**config.mk**
```make
export PLATFORM = sky130hd
export DESIGN_NAME = cpu_alu_register_file_top
export DESIGN_NICKNAME = d
export VERILOG_FILES = /design/src/hdl/alurf_pkg.sv /design/src/hdl/cpu_alu_register_file_top.sv /design/src/hdl/alurf_front.sv /design/src/hdl/alurf_queue.sv /design/src/hdl/alurf_back.sv
export SDC_FILE = /design/constraint.sdc
export NUM_CORES = 1
export LEC_CHECK = 0
export BUFFER_PORTS_ARGS = -buffer_cell sky130_fd_sc_hd__buf_2
export CAP_MARGIN = 20
export CORE_ASPECT_RATIO = 1.2
export CORE_MARGIN = 2
export CORE_UTILIZATION = 67
export DETAILED_ROUTE_END_ITERATION = 10
export PLACE_DENSITY = 0.89
export SLEW_MARGIN = 20
export SYNTH_ARGS = -nofsm -noshare
export SYNTH_HDL_FRONTEND = slang
export SYNTH_SLANG_ARGS = --single-unit
```
**constraint.sdc**
```tcl
create_clock -name clk -period 7.3 [get_ports clk]
set_input_delay 2.19 -clock clk [delete_from_list [all_inputs] [get_ports clk]]
set_output_delay 2.19 -clock clk [all_outputs]
set_load 0.01 [all_outputs]
```
**src/hdl/alurf_pkg.sv**
```systemverilog
// Shared types, register indexes, reset values and helpers for the ALU / register file block.
// No dependencies; used by every module under hdl.
`default_nettype none
package alurf_pkg;

  typedef enum logic [3:0] {
    OP_ADD     = 4'd0,
    OP_ADC     = 4'd1,
    OP_SUB     = 4'd2,
    OP_SBC     = 4'd3,
    OP_AND     = 4'd4,
    OP_XOR     = 4'd5,
    OP_BIT     = 4'd6,
    OP_SET     = 4'd7,
    OP_RES     = 4'd8,
    OP_RLC     = 4'd9,
    OP_RRC     = 4'd10,
    OP_COPY    = 4'd11,
    OP_LOADIMM = 4'd12,
    OP_INCHL   = 4'd13,
    OP_DECHL   = 4'd14,
    OP_NOP     = 4'd15
  } op_t;

  localparam logic [2:0] REG_A = 3'd0;
  localparam logic [2:0] REG_B = 3'd1;
  localparam logic [2:0] REG_C = 3'd2;
  localparam logic [2:0] REG_D = 3'd3;
  localparam logic [2:0] REG_E = 3'd4;
  localparam logic [2:0] REG_F = 3'd5;
  localparam logic [2:0] REG_H = 3'd6;
  localparam logic [2:0] REG_L = 3'd7;

  localparam logic [7:0] RST_A = 8'h01;
  localparam logic [7:0] RST_B = 8'h00;
  localparam logic [7:0] RST_C = 8'h13;
  localparam logic [7:0] RST_D = 8'h00;
  localparam logic [7:0] RST_E = 8'hD8;
  localparam logic [7:0] RST_F = 8'hB0;
  localparam logic [7:0] RST_H = 8'h01;
  localparam logic [7:0] RST_L = 8'h4D;

  localparam int IN_WIDTH  = 24;
  localparam int OUT_WIDTH = 32;

  localparam int QDEPTH   = 2;
  localparam int QPTR_W   = $clog2(QDEPTH);
  localparam int QCOUNT_W = $clog2(QDEPTH + 1);

  typedef struct packed {
    logic [7:0] a;
    logic [7:0] b;
    logic [7:0] c;
    logic [7:0] d;
    logic [7:0] e;
    logic [7:0] f;
    logic [7:0] h;
    logic [7:0] l;
  } regs_t;

  // flags from bit 3 down: zero, subtract, half-carry, carry
  typedef logic [3:0] flags_t;

  typedef struct packed {
    op_t        op;
    logic [2:0] src;
    logic [2:0] dst;
    logic [7:0] mask;
    logic [7:0] imm;
    logic       wr_a;
    logic       wr_dst;
    logic       wr_hl;
    logic       wr_flags;
  } uop_t;

  function automatic logic [7:0] reg_get(input regs_t r, input logic [2:0] idx);
    logic [7:0] v;
    case (idx)
      REG_A:   v = r.a;
      REG_B:   v = r.b;
      REG_C:   v = r.c;
      REG_D:   v = r.d;
      REG_E:   v = r.e;
      REG_F:   v = r.f;
      REG_H:   v = r.h;
      REG_L:   v = r.l;
      default: v = r.a;
    endcase
    return v;
  endfunction

  function automatic regs_t reg_put(input regs_t r, input logic [2:0] idx,
                                    input logic [7:0] v);
    regs_t o;
    o = r;
    case (idx)
      REG_A:   o.a = v;
      REG_B:   o.b = v;
      REG_C:   o.c = v;
      REG_D:   o.d = v;
      REG_E:   o.e = v;
      REG_F:   o.f = v;
      REG_H:   o.h = v;
      REG_L:   o.l = v;
      default: o.a = v;
    endcase
    return o;
  endfunction

endpackage
`default_nettype wire

```
**src/hdl/cpu_alu_register_file_top.sv**
```systemverilog
// Top level of the 8-bit ALU and register file block.
// Depends on alurf_pkg, alurf_front, alurf_queue and alurf_back.
//
// Usage:
//   s_* channel carries one register-only instruction per word; m_* channel
//   returns exactly one result word per instruction, in order.
//   A word is moved on a rising edge with tvalid and tready both high.
//   An accepted instruction goes through the queue, then the registered
//   output word, before its result is presented on m_tvalid.
//   Throughput: one word per cycle while m_tready stays high, as the back
//   end reads and rewrites the register file in the same cycle, which lets
//   each instruction see the state left by the one before it.
//   A two-entry queue sits between decode and execute, and the output word
//   is registered, so a new instruction is accepted while a result waits.
//   When the receiver stalls, the output word holds, the queue fills, and
//   s_tready drops once the queue is full.
//   Reset (rst, synchronous, active high) loads the post-boot register
//   values A=01 B=00 C=13 D=00 E=D8 F=B0 H=01 L=4D and empties the queue.
`default_nettype none
module cpu_alu_register_file_top (
  input  wire logic        clk,
  input  wire logic        rst,
  input  wire logic        s_tvalid,
  output logic             s_tready,
  // func[3:0], src_reg[6:4], dst_reg[9:7], bit_index[12:10], immediate[20:13]
  input  wire logic [23:0] s_tdata,
  output logic             m_tvalid,
  input  wire logic        m_tready,
  // result_value[7:0], hl_value[23:8], flag_zero[24], flag_sub[25],
  // flag_half[26], flag_carry[27]
  output logic [31:0]      m_tdata
);

  alurf_pkg::uop_t push_uop;
  alurf_pkg::uop_t pop_uop;
  logic            q_push;
  logic            q_ready;
  logic            q_valid;
  logic            q_pop;

  alurf_front u_front (
    .s_tvalid (s_tvalid),
    .s_tready (s_tready),
    .s_tdata  (s_tdata),
    .q_ready  (q_ready),
    .q_push   (q_push),
    .q_uop    (push_uop)
  );

  alurf_queue u_queue (
    .clk      (clk),
    .rst      (rst),
    .push     (q_push),
    .push_uop (push_uop),
    .ready    (q_ready),
    .valid    (q_valid),
    .pop_uop  (pop_uop),
    .pop      (q_pop)
  );

  alurf_back u_back (
    .clk      (clk),
    .rst      (rst),
    .q_valid  (q_valid),
    .q_uop    (pop_uop),
    .q_pop    (q_pop),
    .m_tvalid (m_tvalid),
    .m_tready (m_tready),
    .m_tdata  (m_tdata)
  );

endmodule
`default_nettype wire

```
**src/hdl/alurf_front.sv**
```systemverilog
// Front end: unpacks the input word and decodes it into a micro-op for the queue.
// Depends on alurf_pkg.
`default_nettype none
module alurf_front (
  input  wire logic                           s_tvalid,
  output logic                                s_tready,
  input  wire logic [alurf_pkg::IN_WIDTH-1:0] s_tdata,
  input  wire logic                           q_ready,
  output logic                                q_push,
  output alurf_pkg::uop_t                     q_uop
);

  alurf_pkg::op_t op;

  assign op       = alurf_pkg::op_t'(s_tdata[3:0]);
  assign s_tready = q_ready;
  assign q_push   = s_tvalid && q_ready;

  always_comb begin
    q_uop          = '0;
    q_uop.op       = op;
    q_uop.src      = s_tdata[6:4];
    q_uop.dst      = s_tdata[9:7];
    q_uop.mask     = 8'd1 << s_tdata[12:10];
    q_uop.imm      = s_tdata[20:13];
    case (op)
      alurf_pkg::OP_ADD, alurf_pkg::OP_ADC, alurf_pkg::OP_SUB,
      alurf_pkg::OP_SBC, alurf_pkg::OP_AND, alurf_pkg::OP_XOR: begin
        q_uop.wr_a     = 1'b1;
        q_uop.wr_flags = 1'b1;
      end
      alurf_pkg::OP_BIT: begin
        q_uop.wr_flags = 1'b1;
      end
      alurf_pkg::OP_RLC, alurf_pkg::OP_RRC: begin
        q_uop.wr_dst   = 1'b1;
        q_uop.wr_flags = 1'b1;
      end
      alurf_pkg::OP_SET, alurf_pkg::OP_RES, alurf_pkg::OP_COPY,
      alurf_pkg::OP_LOADIMM: begin
        q_uop.wr_dst = 1'b1;
      end
      alurf_pkg::OP_INCHL, alurf_pkg::OP_DECHL: begin
        q_uop.wr_hl = 1'b1;
      end
      default: begin
      end
    endcase
  end

endmodule
`default_nettype wire

```
**src/hdl/alurf_queue.sv**
```systemverilog
// Short FIFO of decoded micro-ops between front and back ends.
// Depends on alurf_pkg.
`default_nettype none
module alurf_queue (
  input  wire logic             clk,
  input  wire logic             rst,
  input  wire logic             push,
  input  wire alurf_pkg::uop_t  push_uop,
  output logic                  ready,
  output logic                  valid,
  output alurf_pkg::uop_t       pop_uop,
  input  wire logic             pop
);

  alurf_pkg::uop_t                   mem [alurf_pkg::QDEPTH];
  logic [alurf_pkg::QPTR_W-1:0]      wr_ptr;
  logic [alurf_pkg::QPTR_W-1:0]      rd_ptr;
  logic [alurf_pkg::QCOUNT_W-1:0]    count;
  logic                              do_push;
  logic                              do_pop;

  assign ready   = count != alurf_pkg::QCOUNT_W'(alurf_pkg::QDEPTH);
  assign valid   = count != '0;
  assign do_push = push && ready;
  assign do_pop  = pop && valid;
  assign pop_uop = mem[rd_ptr];

  always_ff @(posedge clk) begin
    if (do_push) begin
      mem[wr_ptr] <= push_uop;
    end
  end

  always_ff @(posedge clk) begin
    if (rst) begin
      wr_ptr <= '0;
      rd_ptr <= '0;
      count  <= '0;
    end else begin
      if (do_push) begin
        wr_ptr <= (wr_ptr == alurf_pkg::QPTR_W'(alurf_pkg::QDEPTH - 1)) ? '0 : wr_ptr + 1'b1;
      end
      if (do_pop) begin
        rd_ptr <= (rd_ptr == alurf_pkg::QPTR_W'(alurf_pkg::QDEPTH - 1)) ? '0 : rd_ptr + 1'b1;
      end
      case ({do_push, do_pop})
        2'b10:   count <= count + 1'b1;
        2'b01:   count <= count - 1'b1;
        default: count <= count;
      endcase
    end
  end

`ifndef SYNTHESIS
  a_count_bound: assert property (@(posedge clk) disable iff (rst)
    count <= alurf_pkg::QCOUNT_W'(alurf_pkg::QDEPTH))
    else $error("queue count over depth");
  a_ptr_track: assert property (@(posedge clk) disable iff (rst)
    (count == '0 || count == alurf_pkg::QCOUNT_W'(alurf_pkg::QDEPTH)) |-> wr_ptr == rd_ptr)
    else $error("queue pointers disagree with count");
  a_pop_only: assert property (@(posedge clk) disable iff (rst)
    (do_pop && !do_push) |=> count == $past(count) - 1'b1)
    else $error("queue count not decremented on pop");
`endif

endmodule
`default_nettype wire

```
**src/hdl/alurf_back.sv**
```systemverilog
// Back end: register file, combinational ALU and the output word register.
// Depends on alurf_pkg.
`default_nettype none
module alurf_back (
  input  wire logic                             clk,
  input  wire logic                             rst,
  input  wire logic                             q_valid,
  input  wire alurf_pkg::uop_t                  q_uop,
  output logic                                  q_pop,
  output logic                                  m_tvalid,
  input  wire logic                             m_tready,
  output logic [alurf_pkg::OUT_WIDTH-1:0]       m_tdata
);

  alurf_pkg::regs_t   regs;
  alurf_pkg::regs_t   regs_next;
  alurf_pkg::flags_t  flags;
  logic [7:0]         a;
  logic [7:0]         s;
  logic [7:0]         d;
  logic               cin;
  logic               c;
  logic [8:0]         sum9;
  logic [4:0]         sum5;
  logic [8:0]         dif9;
  logic [4:0]         dif5;
  logic [15:0]        hl_new;
  logic [7:0]         val;
  logic               fire;
  logic [7:0]         out_value;
  logic [15:0]        out_hl;
  alurf_pkg::flags_t  out_flags;

  assign fire  = q_valid && (!m_tvalid || m_tready);
  assign q_pop = fire;

  assign a    = regs.a;
  assign s    = alurf_pkg::reg_get(regs, q_uop.src);
  assign d    = alurf_pkg::reg_get(regs, q_uop.dst);
  assign cin  = regs.f[4];
  assign c    = (q_uop.op == alurf_pkg::OP_ADC || q_uop.op == alurf_pkg::OP_SBC) ? cin : 1'b0;
  assign sum9 = {1'b0, a} + {1'b0, s} + {8'd0, c};
  assign sum5 = {1'b0, a[3:0]} + {1'b0, s[3:0]} + {4'd0, c};
  assign dif9 = {1'b0, a} - {1'b0, s} - {8'd0, c};
  assign dif5 = {1'b0, a[3:0]} - {1'b0, s[3:0]} - {4'd0, c};
  assign hl_new = (q_uop.op == alurf_pkg::OP_INCHL) ? {regs.h, regs.l} + 16'd1
                                                    : {regs.h, regs.l} - 16'd1;

  always_comb begin
    val   = a;
    flags = '0;
    case (q_uop.op)
      alurf_pkg::OP_ADD, alurf_pkg::OP_ADC: begin
        val   = sum9[7:0];
        flags = {sum9[7:0] == 8'd0, 1'b0, sum5[4], sum9[8]};
      end
      alurf_pkg::OP_SUB, alurf_pkg::OP_SBC: begin
        val   = dif9[7:0];
        flags = {dif9[7:0] == 8'd0, 1'b1, dif5[4], dif9[8]};
      end
      alurf_pkg::OP_AND: begin
        val   = a & s;
        flags = {(a & s) == 8'd0, 1'b0, 1'b1, 1'b0};
      end
      alurf_pkg::OP_XOR: begin
        val   = a ^ s;
        flags = {(a ^ s) == 8'd0, 3'b000};
      end
      alurf_pkg::OP_BIT: begin
        val   = d;
        flags = {(d & q_uop.mask) == 8'd0, 1'b0, 1'b1, cin};
      end
      alurf_pkg::OP_SET:     val = d | q_uop.mask;
      alurf_pkg::OP_RES:     val = d & ~q_uop.mask;
      alurf_pkg::OP_RLC: begin
        val   = {d[6:0], d[7]};
        flags = {d == 8'd0, 2'b00, d[7]};
      end
      alurf_pkg::OP_RRC: begin
        val   = {d[0], d[7:1]};
        flags = {d == 8'd0, 2'b00, d[0]};
      end
      alurf_pkg::OP_COPY:    val = s;
      alurf_pkg::OP_LOADIMM: val = q_uop.imm;
      alurf_pkg::OP_INCHL, alurf_pkg::OP_DECHL: val = hl_new[7:0];
      default:               val = a;
    endcase
  end

  always_comb begin
    regs_next = regs;
    if (q_uop.wr_a) begin
      regs_next.a = val;
    end
    if (q_uop.wr_dst) begin
      regs_next = alurf_pkg::reg_put(regs_next, q_uop.dst, val);
    end
    if (q_uop.wr_hl) begin
      regs_next.h = hl_new[15:8];
      regs_next.l = hl_new[7:0];
    end
    if (q_uop.wr_flags) begin
      regs_next.f = {flags, 4'h0};
    end
  end

  always_ff @(posedge clk) begin
    if (rst) begin
      regs.a   <= alurf_pkg::RST_A;
      regs.b   <= alurf_pkg::RST_B;
      regs.c   <= alurf_pkg::RST_C;
      regs.d   <= alurf_pkg::RST_D;
      regs.e   <= alurf_pkg::RST_E;
      regs.f   <= alurf_pkg::RST_F;
      regs.h   <= alurf_pkg::RST_H;
      regs.l   <= alurf_pkg::RST_L;
      m_tvalid <= 1'b0;
    end else begin
      if (fire) begin
        regs     <= regs_next;
        m_tvalid <= 1'b1;
      end else if (m_tready) begin
        m_tvalid <= 1'b0;
      end
    end
  end

  always_ff @(posedge clk) begin
    if (fire) begin
      out_value <= val;
      out_hl    <= {regs_next.h, regs_next.l};
      out_flags <= regs_next.f[7:4];
    end
  end

  // word: value[7:0], hl[23:8], zero[24], sub[25], half[26], carry[27]
  assign m_tdata = {4'h0, out_flags[0], out_flags[1], out_flags[2], out_flags[3],
                    out_hl, out_value};

`ifndef SYNTHESIS
  a_fire_valid: assert property (@(posedge clk) disable iff (rst)
    fire |=> m_tvalid)
    else $error("result not presented after execute");
  a_hold_regs: assert property (@(posedge clk) disable iff (rst)
    !$past(fire) |-> regs == $past(regs))
    else $error("register file changed without execute");
  a_flag_nibble: assert property (@(posedge clk) disable iff (rst)
    (fire && q_uop.wr_flags) |=> regs.f[3:0] == 4'h0)
    else $error("flag write left low nibble set");
`endif

endmodule
`default_nettype wire
```
==> results of run 1 <==
## kinds of logic (layout without fill, tap and decap cells)
| logic type | after synthesis | count (layout) | share of synthesized area [%] |
|---|---|---|---|
| xor+xnor | 30 | 30 | 2.571 |
| buf+inv | 105 | 159 | 4.628 |
| mux | 77 | 77 | 8.816 |
| other cells | 1 | 4 | 0.03670 |
| simple gates | 391 | 391 | 17.67 |
| fa+ha+maj | 42 | 42 | 5.510 |
| flops | 158 | 158 | 39.57 |
| compound gates | 316 | 316 | 21.20 |
## final timing paths
check                                     start  cells past startpoint               end
worst max-delay path                   register                     16  u_back.out_hl[7]
worst min-delay path            u_back.regs[18]                      2   u_back.regs[18]
worst max register to register         register                     16  u_back.out_hl[7]
worst min register to register  u_back.regs[18]                      2   u_back.regs[18]
## cell type report
cell class | instances | area, µm²
clock buffers | 19 | 464.2
repair buffers | 77 | 442.9
inverters | 50 | 187.7
well taps | 204 | 255.2
flip-flops and latches | 158 | 4045
fillers | 1126 | 3705
multi-input cells | 860 | 5715
clock inverters | 13 | 143.9
## state kept, by name (all words and copies together) (netlist names), named ones only
register / flops
u_queue.mem: 60
u_back.regs: 55
u_back.out_hl: 16
u_back.a: 8
u_back.out_value: 8
u_back.out_flags: 4
u_queue.count: 2
u_back.cin: 1
u_back.m_tvalid: 1
u_queue.rd_ptr: 1
u_queue.wr_ptr: 1
## through the flow
stage | utilization [%] | power (µW) | area (µm²)
after floorplan | - | 3915 | 10230
after global placement | 71.17 | 4858 | 10650
after detailed placement | 71.17 | 4933 | 10650
after CTS | 75.23 | 5858 | 11250
after global routing | 75.23 | 6313 | 11250
final | 75.23 | 6007 | 11250
## power by group through the flow
stage                     clock (µW)  sequential (µW)  combinational [µW]
after CTS                        915             1430                3520
after global routing             947             1460                3910
after floorplan                    0             1410                2510
after global placement             0             1430                3430
final                            913             1440                3650
after detailed placement           0             1440                3490
## worst max-delay path, delay by kind of cell, from the launching register on
kind            cells  cell delay, ns
mux                 4            1.94
compound gates      6            1.64
fa+ha+maj           2            0.79
flops               1            0.50
simple gates        1            0.39
buf+inv             3            0.28
## layout by cell type (no fill, tap or decap), types with 8 or more instances in the layout
cell	count
a211oi_1	11
a21oi_1	94
a221oi_1	13
a22oi_1	13
a31oi_1	9
and3_1	10
buf_2	54
buf_4	23
clkbuf_16	18
dfxtp_1	69
edfxtp_1	88
ha_1	37
inv_1	49
mux2_2	12
mux2i_1	51
nand2_1	137
nand3_1	36
nand3b_1	8
nor2_1	111
nor3_1	24
nor4_1	12
o211ai_1	20
o21ai_0	41
o22ai_1	12
or3_1	9
xnor2_1	17
xor2_1	13
## layer usage
metal | GRT usage [%] | vias to the layer above | part of all wire (%)
li1 | - | 4285 | -
met1 | 51.94 | 4527 | 37
met2 | 64.59 | 677 | 46
met3 | 7.578 | 199 | 9.3
met4 | 24.77 | 0 | 7.3
met5 | 0 | - | 0
==> flow_metrics.py, run 1 <==
metrics = {
    "floorplan": {
        "die_w_um": 116.7,
        "initial_utilization_pct": 68.31,
        "die_area_um2": 16260,
        "core-area_um2": 14960,
        "io_pins": 62,
        "row_count": 49,
        "die_y_um": 139.3,
    },
    "synthesis": {
        "synth_edf_count": 88,
        "yosysWarnings": 0,
        "yosysSeqAreaShare_pct": 39.57,
        "synth-async-reset-ratio_pct": 0,
        "synth.cells.most_frequent": "137 x nand2_1, 112 x nor2_1, 94 x a21oi_1",
        "synthCells": 1120,
        "syn_area_um2": 10220,
        "synth.largest_area_cell": "edfxtp_1",
        "synth-main-ff-cell": "edfxtp_1",
        "ys_top_cells_by_area": "edfxtp_1 26%, dfxtp_1 14%, nand2_1 5.0%",
        "synth.avg_cell_area_um2": 9.124,
        "synth_top_area_share_pct": 25.86,
        "synth.distinct_cells": 89,
        "yosysMostFrequentCell": "nand2_1",
        "ys_seq_elements": 158,
    },
    "timing": {
        "rsz0062_at_grt": "no",
        "setup_viol": 0,
        "worst_hold_slack_ns": 0.4792,
        "fin_skew_ns": 0.01344,
        "worstMarginPinSlew_ns": 0.9737,
        "hold_violations": 0,
        "min_period_over_period_pct": 79.29,
        "min_period_ns": 5.788,
        "slew_headroom_pct": 35.00,
        "drv_slew": 0,
        "fmax_mhz": 172.8,
        "layout_setup_ws_ns": 1.512,
        "setup_tns_ns": 0,
    },
    "setup_path": {
        "cp_slowest_stage_delay_ns": 0.79,
        "cpMaxStageDelayCell": "mux2i_2",
        "crit_required_ns": 7.48,
        "criticalPathCategory": "reg2reg",
        "cp-end-kind": "register",
        "worst_setup_path_start_kind": "register",
        "r2r_setup_slack_ns": 1.51,
        "critical_path.cell_chain": "mux2i_2 > mux4_2 > mux2i_2 > inv_1 > fa_1 > inv_1 > ha_1 > o21ai_0 > a31oi_1 > o211a_1 > or3_1 > a32o_1 > o31a_1 > mux2_2 > a21boi_2 > inv_1",
        "worstPathArrival_ns": 5.97,
        "crit_top_cell": "inv_1",
        "cp_max_fo": 14,
    },
    "routing": {
        "drt_iter0_drc": 1477,
        "vias_per_cell": 7.015,
        "drc_errors": 0,
        "wl_per_cell_um": 23.80,
        "totalWireLength_um": 32860,
        "ant_nets": 0,
        "vias": 9688,
        "dr.pass1.iters": 7,
    },
    "pwr": {
        "p_clk_share_pct": 15.2,
        "powerDensity_nw_per_um2": 533.7,
        "switching_power_uw": 2988,
        "seq_power_share_pct": 24.0,
        "pwr-share-comb_pct": 60.8,
        "ir_drop_mv": 0.3406,
        "intPower_uw": 3019,
        "total_leakage_power_uw": 0.004285,
        "swShare_pct": 49.75,
    },
    "status": {
        "status": "complete, no violations",
    },
    "cts": {
        "postCtsHoldBufs": 0,
        "cts_resized": 0,
        "cts_buffers": 17,
        "clkLatencyLatePin_ns": 0.43,
        "cts_tree": "done",
        "clkTransAtPathRegs_ns": 0.07,
        "htree_levels": 4,
        "post_cts_buffers": 0,
        "cts.sinks": 158,
        "clk_path_buf_depth": 2,
        "root_buffer": "clkbuf_16",
    },
    "place": {
        "dp_worst_setup_slack_ns": 1.657,
        "portBuffers": 54,
        "gp_congestion": 1.049,
        "dp_hpwl_um": 24090,
        "dp.cells": 1349,
    },
    "global_route": {
        "grt_pass1_wl_um": 50540,
        "antenna_found_initial": 0,
        "first_global_vias": 9191,
        "grt_max_degree": 75,
        "grt-ovfl-total": 0,
        "grtUsageTotal_pct": 41.01,
    },
    "finish": {
        "drive_above_1_share_pct": 12.74,
        "fin_nets": 1234,
        "area_growth_pct": 10.14,
        "antennaDiodeCount": 0,
        "final_cells": 1381,
    },
    "flow_run": {
        "max_cap_viol_count": 0,
    },
    "min_path": {
        "holdCritPathClass": "reg2reg",
    },
}
Power figures use the tool's default switching activity.
==> inputs of run 2 (changes only) <==
--- a/config.mk
+++ b/config.mk
@@ -9,9 +9,9 @@
 export CAP_MARGIN = 20
 export CORE_ASPECT_RATIO = 1.2
 export CORE_MARGIN = 2
-export CORE_UTILIZATION = 67
+export CORE_UTILIZATION = 56
 export DETAILED_ROUTE_END_ITERATION = 10
-export PLACE_DENSITY = 0.89
+export PLACE_DENSITY = 0.79
 export SLEW_MARGIN = 20
 export SYNTH_ARGS = -nofsm -noshare
 export SYNTH_HDL_FRONTEND = slang
==> constraint.sdc (replaced) <==
create_clock -name clk -period 4.76 [get_ports clk]
set_input_delay 1.428 -clock clk [delete_from_list [all_inputs] [get_ports clk]]
set_output_delay 1.428 -clock clk [all_outputs]
set_load 0.01 [all_outputs]
==> flow_metrics.py, run 2 (synthesis results as in run 1) <==
metrics = {
    "status": {
        "status": "complete, no violations",
    },
    "floorplan": {
        "die_area_um2": 19350,
        "die_y_um": 152.0,
        "initial_utilization_pct": 56.64,
        "io_pins": 62,
        "core-area_um2": 18040,
        "die_w_um": 127.3,
        "row_count": 54,
    },
    "cts": {
        "htree_levels": 4,
        "clk_path_buf_depth": 2,
        "postCtsHoldBufs": 0,
        "cts_tree": "done",
        "cts.sinks": 158,
        "root_buffer": "clkbuf_16",
        "clkLatencyLatePin_ns": 0.44,
        "clkTransAtPathRegs_ns": 0.07,
        "cts_buffers": 17,
    },
    "routing": {
        "vias": 9709,
        "drc_errors": 0,
        "drt_iter0_drc": 1054,
        "totalWireLength_um": 33180,
        "wl_per_cell_um": 22.79,
        "dr.pass1.iters": 6,
        "ant_nets": 0,
        "vias_per_cell": 6.668,
    },
    "setup_path": {
        "worst_setup_path_start_kind": "register",
        "r2r_setup_slack_ns": 0.11,
        "cp-end-kind": "register",
        "worstPathArrival_ns": 4.84,
        "criticalPathCategory": "reg2reg",
        "worstReg2RegEnd": "u_back.out_hl[15]",
        "reg2reg_depth": 18,
        "cp_max_fo": 7,
        "crit_required_ns": 4.95,
    },
    "pwr": {
        "p_clk_share_pct": 14.4,
        "intPower_uw": 5141,
        "swShare_pct": 47.68,
        "ir_drop_mv": 0.4781,
        "switching_power_uw": 4685,
        "total_leakage_power_uw": 0.004561,
        "powerDensity_nw_per_um2": 833.3,
        "seq_power_share_pct": 21.9,
        "pwr-share-comb_pct": 63.7,
    },
    "global_route": {
        "grt_max_degree": 51,
        "first_global_vias": 9147,
        "grtUsageTotal_pct": 33.85,
        "antenna_found_initial": 1,
        "grt_pass1_wl_um": 50560,
        "grt-ovfl-total": 0,
    },
    "min_path": {
        "hold_path_depth": 2,
        "holdCritPathClass": "reg2reg",
        "holdCritStartpoint": "u_back.regs[47]",
        "min_to": "u_back.regs[47]",
    },
    "timing": {
        "setup_tns_ns": 0,
        "min_period_ns": 4.653,
        "min_period_over_period_pct": 97.76,
        "layout_setup_ws_ns": 0.1066,
        "fin_skew_ns": 0.01073,
        "fmax_mhz": 214.9,
        "setup_viol": 0,
        "hold_violations": 0,
        "drv_slew": 0,
        "worstMarginPinSlew_ns": 1.025,
        "slew_headroom_pct": 31.13,
    },
    "flow_run": {
        "max_cap_viol_count": 0,
    },
    "finish": {
        "final_area_um2": 11790,
        "antennaDiodeCount": 0,
        "mostFrequentLayoutCells": "137 x nand2_1, 110 x nor2_1, 93 x a21oi_1",
        "largest_reg_flops": 60,
        "area_growth_pct": 15.39,
        "top_register": "u_queue.mem",
        "top_regs": "u_queue.mem (60), u_back.regs (55), u_back.out_hl (16)",
        "final_common_cell": "nand2_1",
        "fin_nets": 1289,
        "drive_above_1_share_pct": 17.45,
    },
    "place": {
        "placed_area_um2": 11050,
        "dp_worst_setup_slack_ns": -0.04158,
        "gp_congestion": 1.072,
        "portBuffers": 54,
        "dp_hpwl_um": 24760,
    },
}
run 2: cell types whose count changed in the layout (fill, tap and decap cells not counted), moves of 2 or more:
| cell | delta |
|---|---|
| buf_4 | +51 |
| mux2_4 | +2 |
| inv_1 | -2 |
| mux2i_4 | +2 |
| clkinvlp_4 | +2 |
| buf_6 | +3 |
run 2: final cells by class:
| type | count | area (µm²) |
|---|---|---|
| inverter | 50 | 187.7 |
| sequential | 158 | 4048 |
| clock buffer | 19 | 475.5 |
| tap | 224 | 280.3 |
| fill | 1496 | 6248 |
| clock inverter | 13 | 141.4 |
| multi-input combinational | 860 | 5779 |
| timing repair buffer | 132 | 879.6 |
run 2: worst max path at each step:
stage	startpoint	end	slack (ns)
2_1_floorplan	register	u_back.out_hl[7]	0.01
3_5_place_dp	register	u_back.out_hl[7]	-0.04
5_1_grt	register	u_back.out_hl[12]	-0.04
4_1_cts	register	u_back.out_hl[7]	0.04
6_report	register	u_back.out_hl[15]	0.11
3_3_place_gp	register	u_back.out_hl[7]	0.03
run 2: power groups by stage:
stage | sequential (µW) | clock, µW | combinational (µW)
final | 2150 | 1420 | 6260
after floorplan | 2160 | 0 | 3870
after global routing | 2170 | 1480 | 6670
after detailed placement | 2160 | 0 | 5890
after CTS | 2140 | 1430 | 5940
after global placement | 2150 | 0 | 5810
run 2: worst max-delay path, cell delays in order (launching register included):
cell	delay, ns
dfxtp_4	0.40
buf_4	0.15
mux2i_2	0.27
mux4_2	0.39
mux2i_4	0.25
inv_2	0.09
fa_1	0.53
buf_4	0.16
ha_1	0.19
o21ai_2	0.17
a31oi_2	0.13
o211a_1	0.24
or3_1	0.35
a32o_1	0.25
o31a_1	0.30
buf_4	0.18
buf_6	0.12
a31oi_1	0.15
nand3_1	0.09
run 2: metal layers:
| metal | up-vias | track usage (%) | wire length (µm) |
|---|---|---|---|
| met5 | - | 0 | 0 |
| met4 | 0 | 20.72 | 2216 |
| met3 | 155 | 5.739 | 2738 |
| met2 | 609 | 54.19 | 15460 |
| met1 | 4551 | 42.62 | 12760 |
| li1 | 4394 | - | - |
run 2: through the flow:
stage / power [µW] / util (%) / cells / hold WS [ns]
4_1_cts: 9501 / 64.76 / 1448 / 0.4644
6_report: 9825 / 65.36 / 1456 / 0.4635
3_3_place_gp: 7965 / 61.27 / 1416 / 0.4444
5_1_grt: 10330 / 65.36 / 1456 / 0.4895
2_1_floorplan: 6027 / - / 1123 / 0.4363
3_5_place_dp: 8052 / 61.27 / 1416 / 0.4679
run 2: what timing repair did:
item                       4_1_cts  5_1_grt
gates resized for setup          2       13
pin swaps                        0        3
buffers inserted                 0        8
setup endpoints to repair        2       23
==> inputs of run 3 (changes only) <==
--- a/config.mk
+++ b/config.mk
@@ -7,7 +7,7 @@
 export LEC_CHECK = 0
 export BUFFER_PORTS_ARGS = -buffer_cell sky130_fd_sc_hd__buf_2
 export CAP_MARGIN = 20
-export CORE_ASPECT_RATIO = 1.2
+export CORE_ASPECT_RATIO = 1.1
 export CORE_MARGIN = 2
 export CORE_UTILIZATION = 56
 export DETAILED_ROUTE_END_ITERATION = 10
==> flow_metrics.py, run 3 (synthesis results as in run 1) <==
metrics = {
    "timing": {
        "slew_headroom_pct": 30.90,
        "rsz0062_at_grt": "yes",
        "fin_skew_ns": 0.01346,
        "min_period_over_period_pct": 99.47,
        "hold_violations": 0,
        "setup_viol": 0,
        "drv_slew": 0,
        "min_period_ns": 4.735,
        "worstMarginPinSlew_ns": 1.036,
        "fmax_mhz": 211.2,
    },
    "cts": {
        "clkTransAtPathRegs_ns": 0.06,
        "clkLatencyLatePin_ns": 0.44,
        "cts_buffers": 17,
        "cts.sinks": 158,
        "htree_levels": 4,
        "cts_tree": "done",
        "postCtsHoldBufs": 0,
        "clk_path_buf_depth": 2,
        "root_buffer": "clkbuf_16",
    },
    "place": {
        "dp_hpwl_um": 24000,
        "gp_congestion": 1.066,
        "placed_area_um2": 11070,
        "portBuffers": 54,
        "dp.cells": 1430,
    },
    "routing": {
        "highest-signal-layer": "met4",
        "drc_errors": 0,
        "wl_per_cell_um": 22.28,
        "drt_iter0_drc": 1301,
        "dr_wl_met2_um": 14900,
        "vias": 9803,
        "wl_met1_um": 12700,
        "ant_nets": 0,
        "vias_per_cell": 6.642,
        "wl_met3_um": 2986,
        "dr.pass1.iters": 7,
        "totalWireLength_um": 32880,
    },
    "finish": {
        "nFillCells": 1473,
        "top_regs": "u_queue.mem (60), u_back.regs (55), u_back.out_hl (16)",
        "drive_above_1_share_pct": 18.51,
        "final_common_cell": "nand2_1",
        "finish.utilization_pct": 66.67,
        "area_growth_pct": 16.15,
        "top_register": "u_queue.mem",
        "fin_nets": 1294,
        "final_area_um2": 11870,
        "final_cells": 1476,
        "largest_reg_flops": 60,
        "mostFrequentLayoutCells": "136 x nand2_1, 110 x nor2_1, 92 x a21oi_1",
    },
    "floorplan": {
        "die_area_um2": 19340,
        "core-area_um2": 17800,
        "die_w_um": 132.8,
        "io_pins": 62,
        "initial_utilization_pct": 57.40,
        "row_count": 51,
        "die_y_um": 145.7,
    },
    "global_route": {
        "grt_pass1_wl_um": 50130,
        "grt-ovfl-total": 0,
        "first_global_vias": 9088,
        "grt_max_degree": 56,
        "grtUsageTotal_pct": 33.44,
        "antenna_found_initial": 1,
    },
    "setup_path": {
        "worstReg2RegEnd": "u_back.out_hl[7]",
        "r2r_setup_slack_ns": 0.03,
        "crit_required_ns": 4.95,
        "criticalPathCategory": "reg2reg",
        "cp_max_fo": 7,
        "reg2reg_depth": 15,
        "crit_top_cell": "mux2_4",
        "critical_path.cell_chain": "mux2_4 > mux4_2 > mux2i_4 > inv_2 > fa_1 > ha_1 > o21ai_4 > a31oi_2 > o211a_1 > or3_4 > a32o_2 > o31a_4 > mux2_4 > a21boi_2 > inv_1",
        "cp_slowest_stage_delay_ns": 0.56,
        "worst_setup_path_start_kind": "register",
        "cp-end-kind": "register",
        "cpMaxStageDelayCell": "fa_1",
        "worstPathArrival_ns": 4.93,
    },
    "status": {
        "status": "complete, no violations",
    },
    "pwr": {
        "powerDensity_nw_per_um2": 822.7,
        "total_leakage_power_uw": 0.004567,
        "power_uw": 9764,
        "ir_drop_mv": 0.4273,
    },
    "min_path": {
        "hold_path_depth": 2,
        "holdCritPathClass": "reg2reg",
        "min_to": "u_back.regs[18]",
        "holdCritStartpoint": "u_back.regs[18]",
    },
    "flow_run": {
        "max_cap_viol_count": 0,
    },
}
[run 3: changes by cell type in the layout (fill, tap and decap cells not counted), sizes merged]
| cell | change |
|---|---|
| inv | -6 |
| clkinv | +6 |
| bufinv | -1 |
| buf | +4 |
| diode | +1 |
| clkdlybuf4s15 | +1 |
| clkbuf | +1 |
[run 3: power by group]
| part | total [µW] | internal (µW) | switching, µW |
|---|---|---|---|
| Clock | 1240 | 667 | 572 |
| Combinational | 6370 | 2510 | 3860 |
| Sequential | 2160 | 1900 | 264 |
[run 3: worst max path at each step]
| stage | startpoint | to | depth (start not counted) |
|---|---|---|---|
| CTS | register | u_back.out_flags[0] | 15 |
| detailed placement | register | u_back.out_hl[7] | 16 |
| finish | register | u_back.out_hl[7] | 15 |
| floorplan | register | u_back.out_hl[7] | 21 |
| global route | register | u_back.out_hl[7] | 15 |
| global placement | register | u_back.out_hl[7] | 16 |
[run 3: per-stage QoR]
stage	setup TNS (ns)	setup slack [ns]	hold WS, ns
global placement	-0.003049	-0.003049	0.4436
global route	-0.05047	-0.05047	0.4966
detailed placement	-0.08921	-0.06706	0.4607
finish	0	0.02506	0.4700
floorplan	0	0.01055	0.4363
CTS	0	0.03621	0.4691
[run 3: repair_timing]
action | CTS | global route
buffers inserted | 0 | 12
endpoints found under the setup margin | 8 | 22
pin swaps | 0 | 8
resized for setup | 2 | 35
cloned | 0 | 1
[run 3: critical path, delay by kind of cell, from the launching register on]
kind / cells / cell delay, ns
AO/OA/AOI/OAI: 6 / 1.41
adder cells (fa/ha/maj): 2 / 0.85
buffers and inverters: 2 / 0.13
flip-flops: 1 / 0.43
multiplexers: 4 / 1.33
AND/OR/NAND/NOR: 1 / 0.33
[run 3: layer usage]
layer / vias to the layer above / track usage, %
met5: - / 0
met4: 0 / 19.68
met3: 186 / 6.548
met2: 648 / 53.55
met1: 4567 / 42.08
li1: 4402 / -
[run 3: cell type report]
cell class,instances,area (µm²),area share (%)
timing repair buffer,137,929.6,7.833
clock buffer,20,436.7,3.679
inverter,50,187.7,1.581
clock inverter,12,88.84,0.7485
sequential,158,4048,34.10
antenna,1,2.502,0.02108
multi-input combinational,860,5878,49.53
tap,238,297.8,2.509
